<file path="src/rtl/core/oams_pkg.sv">
// Package for the obstacle-avoid motion sequencer.
// Holds phase, motion, command and register index codes and the register set type.
// No dependencies.
package oams_pkg;

  localparam int TimeBitsDefault = 32;
  localparam int TsW             = 32;
  localparam int CfgW            = 16;
  localparam int CfgIdxW         = 3;

  typedef enum logic [3:0] {
    PH_STOP    = 4'd0,
    PH_FORWARD = 4'd1,
    PH_BRAKE   = 4'd2,
    PH_REVERSE = 4'd3,
    PH_PAUSE   = 4'd4,
    PH_LEFT    = 4'd5,
    PH_RIGHT   = 4'd6,
    PH_PROBE   = 4'd7,
    PH_VERIFY  = 4'd8
  } phase_t;

  typedef enum logic [2:0] {
    MOT_STOP    = 3'd0,
    MOT_FORWARD = 3'd1,
    MOT_BRAKE   = 3'd2,
    MOT_REVERSE = 3'd3,
    MOT_LEFT    = 3'd4,
    MOT_RIGHT   = 3'd5,
    MOT_PROBE   = 3'd6
  } motion_t;

  localparam logic [2:0] CMD_STOP    = 3'd1;
  localparam logic [2:0] CMD_FORWARD = 3'd2;
  localparam logic [2:0] CMD_LEFT    = 3'd3;
  localparam logic [2:0] CMD_RIGHT   = 3'd4;

  localparam logic [CfgIdxW-1:0] REG_BRAKE   = 3'd0;
  localparam logic [CfgIdxW-1:0] REG_REVERSE = 3'd1;
  localparam logic [CfgIdxW-1:0] REG_PAUSE   = 3'd2;
  localparam logic [CfgIdxW-1:0] REG_TURN    = 3'd3;
  localparam logic [CfgIdxW-1:0] REG_PROBE   = 3'd4;

  localparam logic [CfgW-1:0] BRAKE_RST   = 16'd300;
  localparam logic [CfgW-1:0] REVERSE_RST = 16'd500;
  localparam logic [CfgW-1:0] PAUSE_RST   = 16'd200;
  localparam logic [CfgW-1:0] TURN_RST    = 16'd400;
  localparam logic [CfgW-1:0] PROBE_RST   = 16'd300;

  typedef struct packed {
    logic [CfgW-1:0] brake_ms;
    logic [CfgW-1:0] reverse_ms;
    logic [CfgW-1:0] pause_ms;
    logic [CfgW-1:0] turn_ms;
    logic [CfgW-1:0] probe_ms;
  } cfg_t;

  function automatic motion_t motion_of(input phase_t ph);
    motion_t m;
    case (ph)
      PH_FORWARD: m = MOT_FORWARD;
      PH_BRAKE:   m = MOT_BRAKE;
      PH_PAUSE:   m = MOT_BRAKE;
      PH_VERIFY:  m = MOT_BRAKE;
      PH_REVERSE: m = MOT_REVERSE;
      PH_LEFT:    m = MOT_LEFT;
      PH_RIGHT:   m = MOT_RIGHT;
      PH_PROBE:   m = MOT_PROBE;
      default:    m = MOT_STOP;
    endcase
    return m;
  endfunction

endpackage

</file>
<file path="src/rtl/core/oams_cfg.sv">
// Duration register file of the obstacle-avoid motion sequencer.
// Depends on oams_pkg.
module oams_cfg (
  input  logic                          clk,
  input  logic                          rst_n,
  input  logic                          cfg_we,
  input  logic [oams_pkg::CfgIdxW-1:0]  cfg_index,
  input  logic [oams_pkg::CfgW-1:0]     cfg_wdata,
  output oams_pkg::cfg_t                cfg
);

  oams_pkg::cfg_t cfg_r;
  oams_pkg::cfg_t cfg_nxt;

  always_comb begin
    cfg_nxt = cfg_r;
    if (cfg_we) begin
      case (cfg_index)
        oams_pkg::REG_BRAKE:   cfg_nxt.brake_ms   = cfg_wdata;
        oams_pkg::REG_REVERSE: cfg_nxt.reverse_ms = cfg_wdata;
        oams_pkg::REG_PAUSE:   cfg_nxt.pause_ms   = cfg_wdata;
        oams_pkg::REG_TURN:    cfg_nxt.turn_ms    = cfg_wdata;
        oams_pkg::REG_PROBE:   cfg_nxt.probe_ms   = cfg_wdata;
        default:               cfg_nxt = cfg_r;
      endcase
    end
  end

  always_ff @(posedge clk) begin
    if (!rst_n) begin
      cfg_r.brake_ms   <= oams_pkg::BRAKE_RST;
      cfg_r.reverse_ms <= oams_pkg::REVERSE_RST;
      cfg_r.pause_ms   <= oams_pkg::PAUSE_RST;
      cfg_r.turn_ms    <= oams_pkg::TURN_RST;
      cfg_r.probe_ms   <= oams_pkg::PROBE_RST;
    end else begin
      cfg_r <= cfg_nxt;
    end
  end

  assign cfg = cfg_r;

endmodule

</file>
<file path="src/rtl/core/oams_core.sv">
// Phase state and transition logic of the obstacle-avoid motion sequencer.
// Depends on oams_pkg.
module oams_core #(
  parameter int TIME_BITS = oams_pkg::TimeBitsDefault
) (
  input  logic                       clk,
  input  logic                       rst_n,
  input  logic                       step,
  input  logic [2:0]                 cmd,
  input  logic [oams_pkg::TsW-1:0]   ts,
  input  oams_pkg::cfg_t             cfg,
  output oams_pkg::phase_t           res_phase,
  output oams_pkg::motion_t          res_motion
);

  function automatic logic [TIME_BITS-1:0] widen(input logic [oams_pkg::CfgW-1:0] v);
    logic [TIME_BITS+oams_pkg::CfgW-1:0] t;
    t = {{TIME_BITS{1'b0}}, v};
    return t[TIME_BITS-1:0];
  endfunction

  oams_pkg::phase_t      phase_r, phase_nxt;
  logic [TIME_BITS-1:0]  start_r, start_nxt;
  logic                  right_r, right_nxt;

  logic [TIME_BITS+oams_pkg::TsW-1:0] ts_ext;
  logic [TIME_BITS-1:0]  now;
  logic [TIME_BITS-1:0]  elapsed;
  logic [TIME_BITS-1:0]  limit;
  logic                  expired;
  logic                  turn;

  assign ts_ext  = {{TIME_BITS{1'b0}}, ts};
  assign now     = ts_ext[TIME_BITS-1:0];
  assign elapsed = now - start_r;
  assign turn    = (cmd == oams_pkg::CMD_LEFT) || (cmd == oams_pkg::CMD_RIGHT);

  always_comb begin
    case (phase_r)
      oams_pkg::PH_BRAKE:   limit = widen(cfg.brake_ms);
      oams_pkg::PH_REVERSE: limit = widen(cfg.reverse_ms);
      oams_pkg::PH_PAUSE:   limit = widen(cfg.pause_ms);
      oams_pkg::PH_LEFT:    limit = widen(cfg.turn_ms);
      oams_pkg::PH_RIGHT:   limit = widen(cfg.turn_ms);
      oams_pkg::PH_PROBE:   limit = widen(cfg.probe_ms);
      default:              limit = '0;
    endcase
  end

  assign expired = (elapsed >= limit);

  always_comb begin
    phase_nxt = phase_r;
    start_nxt = start_r;
    right_nxt = right_r;
    if (cmd == oams_pkg::CMD_STOP) begin
      if (phase_r != oams_pkg::PH_STOP) begin
        phase_nxt = oams_pkg::PH_STOP;
        start_nxt = now;
      end
    end else begin
      case (phase_r)
        oams_pkg::PH_STOP: begin
          if (cmd == oams_pkg::CMD_FORWARD) begin
            phase_nxt = oams_pkg::PH_FORWARD;
            start_nxt = now;
          end else if (turn) begin
            right_nxt = (cmd == oams_pkg::CMD_RIGHT);
            phase_nxt = oams_pkg::PH_REVERSE;
            start_nxt = now;
          end
        end
        oams_pkg::PH_FORWARD: begin
          if (turn) begin
            right_nxt = (cmd == oams_pkg::CMD_RIGHT);
            phase_nxt = oams_pkg::PH_BRAKE;
            start_nxt = now;
          end
        end
        oams_pkg::PH_BRAKE: begin
          if (expired) begin
            phase_nxt = oams_pkg::PH_REVERSE;
            start_nxt = now;
          end
        end
        oams_pkg::PH_REVERSE: begin
          if (expired) begin
            phase_nxt = oams_pkg::PH_PAUSE;
            start_nxt = now;
          end
        end
        oams_pkg::PH_PAUSE: begin
          if (expired) begin
            phase_nxt = right_r ? oams_pkg::PH_RIGHT : oams_pkg::PH_LEFT;
            start_nxt = now;
          end
        end
        oams_pkg::PH_LEFT, oams_pkg::PH_RIGHT: begin
          if (expired) begin
            phase_nxt = oams_pkg::PH_PROBE;
            start_nxt = now;
          end
        end
        oams_pkg::PH_PROBE: begin
          if (expired) begin
            phase_nxt = (cmd == oams_pkg::CMD_FORWARD) ? oams_pkg::PH_FORWARD
                                                       : oams_pkg::PH_VERIFY;
            start_nxt = now;
          end
        end
        oams_pkg::PH_VERIFY: begin
          if (cmd == oams_pkg::CMD_FORWARD) begin
            phase_nxt = oams_pkg::PH_FORWARD;
            start_nxt = now;
          end
        end
        default: begin
          phase_nxt = oams_pkg::PH_STOP;
          start_nxt = now;
        end
      endcase
    end
  end

  always_ff @(posedge clk) begin
    if (!rst_n) begin
      phase_r <= oams_pkg::PH_STOP;
      start_r <= '0;
      right_r <= 1'b0;
    end else if (step) begin
      phase_r <= phase_nxt;
      start_r <= start_nxt;
      right_r <= right_nxt;
    end
  end

  assign res_phase  = phase_nxt;
  assign res_motion = oams_pkg::motion_of(phase_nxt);

  a_hold_when_idle: assert property (@(posedge clk) disable iff (!rst_n)
    !step |=> $stable(phase_r) && $stable(start_r) && $stable(right_r))
    else $error("sequencer state changed without a word");

  a_stop_cmd: assert property (@(posedge clk) disable iff (!rst_n)
    (step && cmd == oams_pkg::CMD_STOP) |=> phase_r == oams_pkg::PH_STOP)
    else $error("stop command did not reach stop phase");

  a_turn_dir: assert property (@(posedge clk) disable iff (!rst_n)
    (step && phase_r == oams_pkg::PH_FORWARD && cmd == oams_pkg::CMD_RIGHT)
      |=> right_r && phase_r == oams_pkg::PH_BRAKE)
    else $error("right turn not latched on brake entry");

endmodule

</file>
<file path="src/rtl/core/obstacle_avoid_motion_sequencer_top.sv">
// Top level of the obstacle-avoid motion sequencer: input and result registers.
// Depends on oams_pkg, oams_cfg and oams_core.
// An accepted word waits in the input register until its result is registered.
// Throughput: one word per cycle unless the output stalls; a word held in the result
// register blocks the next word only while the input register is also full.
// Reset: synchronous active-low; phase returns to stop, start time and turn direction
// clear, duration registers reload their defaults.
module obstacle_avoid_motion_sequencer_top #(
  parameter int TIME_BITS = oams_pkg::TimeBitsDefault
) (
  input  logic                          clk,
  input  logic                          rst_n,
  input  logic                          in_valid,
  output logic                          in_ready,
  input  logic [2:0]                    in_command,
  input  logic [oams_pkg::TsW-1:0]      in_timestamp_ms,
  output logic                          out_valid,
  input  logic                          out_ready,
  output logic [2:0]                    out_motion,
  output logic [3:0]                    out_phase,
  input  logic                          cfg_we,
  input  logic [oams_pkg::CfgIdxW-1:0]  cfg_index,
  input  logic [oams_pkg::CfgW-1:0]     cfg_wdata
);

  oams_pkg::cfg_t           cfg;
  oams_pkg::phase_t         res_phase;
  oams_pkg::motion_t        res_motion;

  logic                     in_v_r;
  logic [2:0]               cmd_r;
  logic [oams_pkg::TsW-1:0] ts_r;
  logic                     out_v_r;
  oams_pkg::phase_t         phase_r;
  oams_pkg::motion_t        motion_r;
  logic                     advance;
  logic                     step;

  assign advance  = !out_v_r || out_ready;
  assign step     = in_v_r && advance;
  assign in_ready = !in_v_r || advance;

  oams_cfg u_cfg (
    .clk       (clk),
    .rst_n     (rst_n),
    .cfg_we    (cfg_we),
    .cfg_index (cfg_index),
    .cfg_wdata (cfg_wdata),
    .cfg       (cfg)
  );

  oams_core #(.TIME_BITS(TIME_BITS)) u_core (
    .clk        (clk),
    .rst_n      (rst_n),
    .step       (step),
    .cmd        (cmd_r),
    .ts         (ts_r),
    .cfg        (cfg),
    .res_phase  (res_phase),
    .res_motion (res_motion)
  );

  always_ff @(posedge clk) begin
    if (!rst_n) begin
      in_v_r  <= 1'b0;
      out_v_r <= 1'b0;
    end else begin
      if (in_ready) begin
        in_v_r <= in_valid;
      end
      if (advance) begin
        out_v_r <= in_v_r;
      end
    end
  end

  always_ff @(posedge clk) begin
    if (in_valid && in_ready) begin
      cmd_r <= in_command;
      ts_r  <= in_timestamp_ms;
    end
    if (step) begin
      phase_r  <= res_phase;
      motion_r <= res_motion;
    end
  end

  assign out_valid  = out_v_r;
  assign out_phase  = phase_r;
  assign out_motion = motion_r;

  a_stall_cause: assert property (@(posedge clk) disable iff (!rst_n)
    !in_ready |-> (in_v_r && out_v_r && !out_ready))
    else $error("input stalled without a blocked result word");

  a_forward_motion: assert property (@(posedge clk) disable iff (!rst_n)
    (out_v_r && phase_r == oams_pkg::PH_FORWARD) |-> motion_r == oams_pkg::MOT_FORWARD)
    else $error("forward phase reported with wrong motion");

  a_word_moves: assert property (@(posedge clk) disable iff (!rst_n)
    step |=> out_v_r)
    else $error("word left the input register but no result word appeared");

endmodule
</file>
<file path="config.mk">
export PLATFORM = sky130hd
export DESIGN_NAME = obstacle_avoid_motion_sequencer_top
export DESIGN_NICKNAME = d
export VERILOG_FILES = /design/src/rtl/core/oams_pkg.sv /design/src/rtl/core/oams_cfg.sv /design/src/rtl/core/oams_core.sv /design/src/rtl/core/obstacle_avoid_motion_sequencer_top.sv
export SDC_FILE = /design/constraint.sdc
export NUM_CORES = 1
export LEC_CHECK = 0
export BUFFER_PORTS_ARGS = -buffer_cell sky130_fd_sc_hd__buf_2
export CORE_ASPECT_RATIO = 0.9
export CORE_MARGIN = 2
export CORE_UTILIZATION = 55
export DETAILED_ROUTE_END_ITERATION = 8
export GPL_TIMING_DRIVEN = 0
export PLACE_DENSITY = 0.88
export SETUP_SLACK_MARGIN = 0.15
export SYNTH_ARGS = -nofsm -noshare
export SYNTH_HDL_FRONTEND = slang
export SYNTH_SLANG_ARGS = --single-unit
</file>
<file path="constraint.sdc">
create_clock -name clk -period 5.3 [get_ports clk]
set_input_delay 0.53 -clock clk [delete_from_list [all_inputs] [get_ports clk]]
set_output_delay 0.53 -clock clk [all_outputs]
set_load 0.02 [all_outputs]
</file>
==> metrics.md <==
| Metric | Value |
|---|---|
| Run status | `complete, but fails checks` |
| Violated checks | `setup timing` |
| Cell count after placement | `1,276` |
| Number of core rows | `43` |
| Total nets after synthesis | `1,117` |
| Sum of overflow across all layers after global routing | `0` |
| Remaining number of nets flagged by the antenna check after routing | `0` |
| Combinational group share of total power | `0.177` |
| Detailed-routing wirelength on met1 | `9780 um` |
| Clock sink total | `161` |
| Detail-routed via count per cell | `5.87` |
| Min-Delay Path Depth | `1` |
| Worst path bufs/invs | `1` |
| Synthesis warning total | `0` |
| Max Transition Viols Final | `0` |
| Die height | `124 um` |
| Area taken by multi-input logic gates | `4960 um2` |
| RD Place Congestion | `0.926` |
| Number of clock buffers inserted by TritonCTS | `17` |
| Core utilization of the finished layout | `0.672` |
| Worst R2R Setup Slack | `-0.45 ns` |
| Clk pwr share | `0.386` |
| Final Hold Viols | `0` |
| Clock tree from TritonCTS | `built` |
| Setup violators final | `37` |
| Starting DRC count in detailed routing | `834` |
| Area share of the leading cell type in the synthesized netlist | `0.271` |
| Slowest stage cell, crit path | `edfxtp_1` |
| Number of top-level design ports | `68` |
| Number of synthesized register bits | `161` |
| Distinct cell type count after synthesis | `72` |
| Clock slew seen by the registers of the worst setup and hold paths | `0.07 ns` |
| Global-route wire length before repair | `34,900 um` |
| Final layout net count | `1,223` |
| Number of standard cells in the final layout excluding fillers | `1,329` |
| Class of the tightest hold or removal check | `input pin to flip-flop` |
| Largest net degree at the start of global routing | `36` |
| Async set-reset flop share out of synthesis | `0` |
| Vias in the first global route | `7,143` |
| Clock tree buffer depth | `2` |
| GRT Overall Usage | `0.265` |
| Largest fanout of any net on the critical path | `4` |
| Sum of negative setup slack | `-5.53 ns` |
| Required arrival time at the worst endpoint | `5.49 ns` |
| R2r endpoint | `out_motion[0]$_SDFFCE_PP0P_` |
| RSZ-0062 raised after global routing | `yes` |
| P_leak | `3.89 nW` |
| Cell area after synthesis | `8790 um2` |
| Power dissipated by switching net loads | `891 uW` |
| FF/Latch Area | `3640 um2` |
| CTS HTree Levels | `4` |
| Terminating pin of the worst hold path | `ts_r[15]$_DFFE_PP_` |
| Final routed wirelength across all metal layers | `22,500 um` |
| Number of diodes | `0` |
| Period minus WS final | `5.75 ns` |
| Met3 wirelength from detailed routing | `1600 um` |
| Beginning of the critical path | `ts_r[4]$_DFFE_PP_` |
| Sequential Power Share | `0.437` |
| Max-slew headroom at the worst pin | `0.423` |
| Element type at the critical path end | `flip-flop` |
| Antenna violations before repair | `0` |
| Number of search-and-repair iterations in the first detailed-routing pass | `5` |
| Largest stage delay on the critical path | `0.49 ns` |
| Kind of critical path | `flip-flop to flip-flop` |
| Gate count after technology mapping | `1,008` |
| FF-to-FF path depth | `27` |
| Post-route clock period utilization | `1.08` |
| Total Die Area | `17,000 um2` |
| Prevailing post-synth register cell | `dfxtp_1` |
| Maximum clock frequency | `174 MHz` |
| Placed wire-length estimate after detailed placement | `15,100 um` |
| DRC violation count after routing | `0` |
| Final clock skew | `0.0129 ns` |
| Switching share of power | `0.291` |
| Die boundary width | `137 um` |
| Filler cell count | `1,211` |
| Maximum Capacitance Violations | `0` |
| Tightest Pin Transition | `0.865 ns` |
| Beginning of the worst register-to-register path | `ts_r[4]$_DFFE_PP_` |
| Fraction of the yosys area taken by sequential cells | `0.415` |
| Initial core utilization | `0.567` |
| Arrival time reported for the critical path endpoint | `5.94 ns` |
| Biggest area consumer among synthesized cells | `dfxtp_1` |
| Met2 wire length | `10,500 um` |
| Uppermost signal routing layer after detailed routing | `met4` |
| Post-synthesis area per instance | `8.72 um2` |
| Power density cells | `294 nW/um2` |
| Library cell used as clock root buffer | `clkbuf_16` |
| Area grow syn2layout | `18.5%` |
| Clock network latency to the later pin of the worst-skew pair | `0.44 ns` |
| Port Buffer Count | `66` |
| Tot Pwr | `3.06 mW` |
| Via count | `7,801` |
| Wirelength per Cell | `16.9 um` |
| Setup crit start kind | `flip-flop` |
| Fraction of layout instances using a drive strength above 1 | `0.174` |
| Core region area | `15,500 um2` |
| Worst VDD drop | `0.361 mV` |
| Area contributors post-synth | `dfxtp_1 27%, edfxtp_1 14%, nand2_1 9.3%` |
| Crit-path leading delay family | `compound AO/OA/AOI/OAI gates` |
| Cell internal power dissipation | `2.17 mW` |
| Final Worst Setup Slack | `-0.449 ns` |
| Count of flip-flops with a built-in enable after synthesis | `42` |
| Hold path startpoint | `in_timestamp_ms[15]` |
## Yosys cell counts, types with 4 or more instances
cell,count
and2_1,4
clkbuf_1,39
a211oi_1,7
dfxtp_1,119
o21ai_0,29
ha_1,49
edfxtp_1,42
a21o_1,5
nand2_1,217
a21oi_1,62
a22oi_1,33
mux2i_1,34
nand2b_1,5
nand4_1,9
buf_4,4
o21bai_1,4
buf_2,4
a21boi_0,63
xor2_1,8
xnor2_1,17
nor2b_1,41
inv_1,50
nor2_1,39
nand3_1,32
nor3_1,9
o21a_1,7
a21oi_2,4
## power groups by stage
stage	Sequential [mW]	Clock, mW	Combinational, mW
2_1_floorplan	1.36	0	0.347
3_3_place_gp	1.36	0	0.461
3_5_place_dp	1.36	0	0.475
4_1_cts	1.34	1.18	0.513
5_1_grt	1.34	1.24	0.592
6_report	1.34	1.18	0.542
## cells by family after synthesis
logic type,count (synthesis),synth area share
flip-flops,161,0.415
buffers and inverters,100,0.0476
XOR/XNOR,25,0.0249
AND/OR/NAND/NOR,377,0.193
AO/OA/AOI/OAI,260,0.208
multiplexers,35,0.0400
adder cells (fa/ha/maj),50,0.0721
## what timing repair did
item	4_1_cts	5_1_grt
endpoints found under the setup margin	42	43
buffers inserted	8	10
hold buffers	0	0
gates cloned	3	0
gates resized for setup	37	33
pin swaps	23	22
## worst register-to-register path: cells and delay by family (launching register included)
kind,cells,cell delay [ns]
buffers and inverters,1,0.11
DFF,1,0.49
adders and majority gates,3,0.81
and+or+nand+nor,9,1.60
AOI/OAI and AO/OA,13,2.34
xor gates and xnor gates,1,0.14
## registers in the layout (all words and copies together) (netlist names)
signal / count
u_cfg.cfg: 80
ts_r: 32
u_core.start_r: 32
out_phase: 4
u_core.phase_r: 4
cmd_r: 3
out_motion: 3
in_v_r: 1
out_valid: 1
u_core.right_r: 1
## through the flow
step	instance area, um2	setup WS [ns]	hold slack, ns
after floorplan	8820	0.111	0.441
after global placement	9400	-0.555	0.450
after detailed placement	9410	-0.653	0.456
after CTS	10200	-0.467	0.255
after global routing	10400	-0.629	0.255
final	10400	-0.449	0.261
## layout make-up
class,instances,area share
Timing Repair Buffer,87,0.0524
Sequential cell,161,0.350
Buffer,50,0.0250
Multi-Input combinational cell,747,0.477
Inverter,50,0.0180
Tap cell,202,0.0243
Clock inverter,13,0.0109
Clock buffer,19,0.0426
## layer usage
| metal | global-route usage | up-vias |
|---|---|---|
| li1 | - | 3747 |
| met1 | 0.351 | 3680 |
| met2 | 0.431 | 323 |
| met3 | 0.0513 | 51 |
| met4 | 0.102 | 0 |
| met5 | 0 | - |
## cell usage in the layout, fill, tap and decap left out, types with 7 or more instances in the layout
cell	instances
nand2_1	217
dfxtp_1	119
buf_2	70
a21boi_0	61
a21oi_1	59
inv_1	48
ha_1	43
edfxtp_1	42
nor2b_1	40
nor2_1	35
clkbuf_1	34
mux2i_1	34
a22oi_1	33
nand3_1	30
o21ai_0	26
clkbuf_16	19
xnor2_1	16
buf_4	13
buf_6	11
nand4_1	9
xor2_1	8
o21a_1	7
a211oi_1	7
nor3_1	7
## worst max-delay path by stage
stage	to	slack, ns	depth (start not counted)
floorplan	out_motion[1]$_DFFE_PP_	0.11	25
global placement	out_motion[1]$_DFFE_PP_	-0.56	23
detailed placement	out_motion[1]$_DFFE_PP_	-0.65	23
CTS	out_motion[0]$_SDFFCE_PP0P_	-0.47	25
global route	out_motion[0]$_SDFFCE_PP0P_	-0.63	27
finish	out_motion[0]$_SDFFCE_PP0P_	-0.45	27
Power figures use the tool's default switching activity.
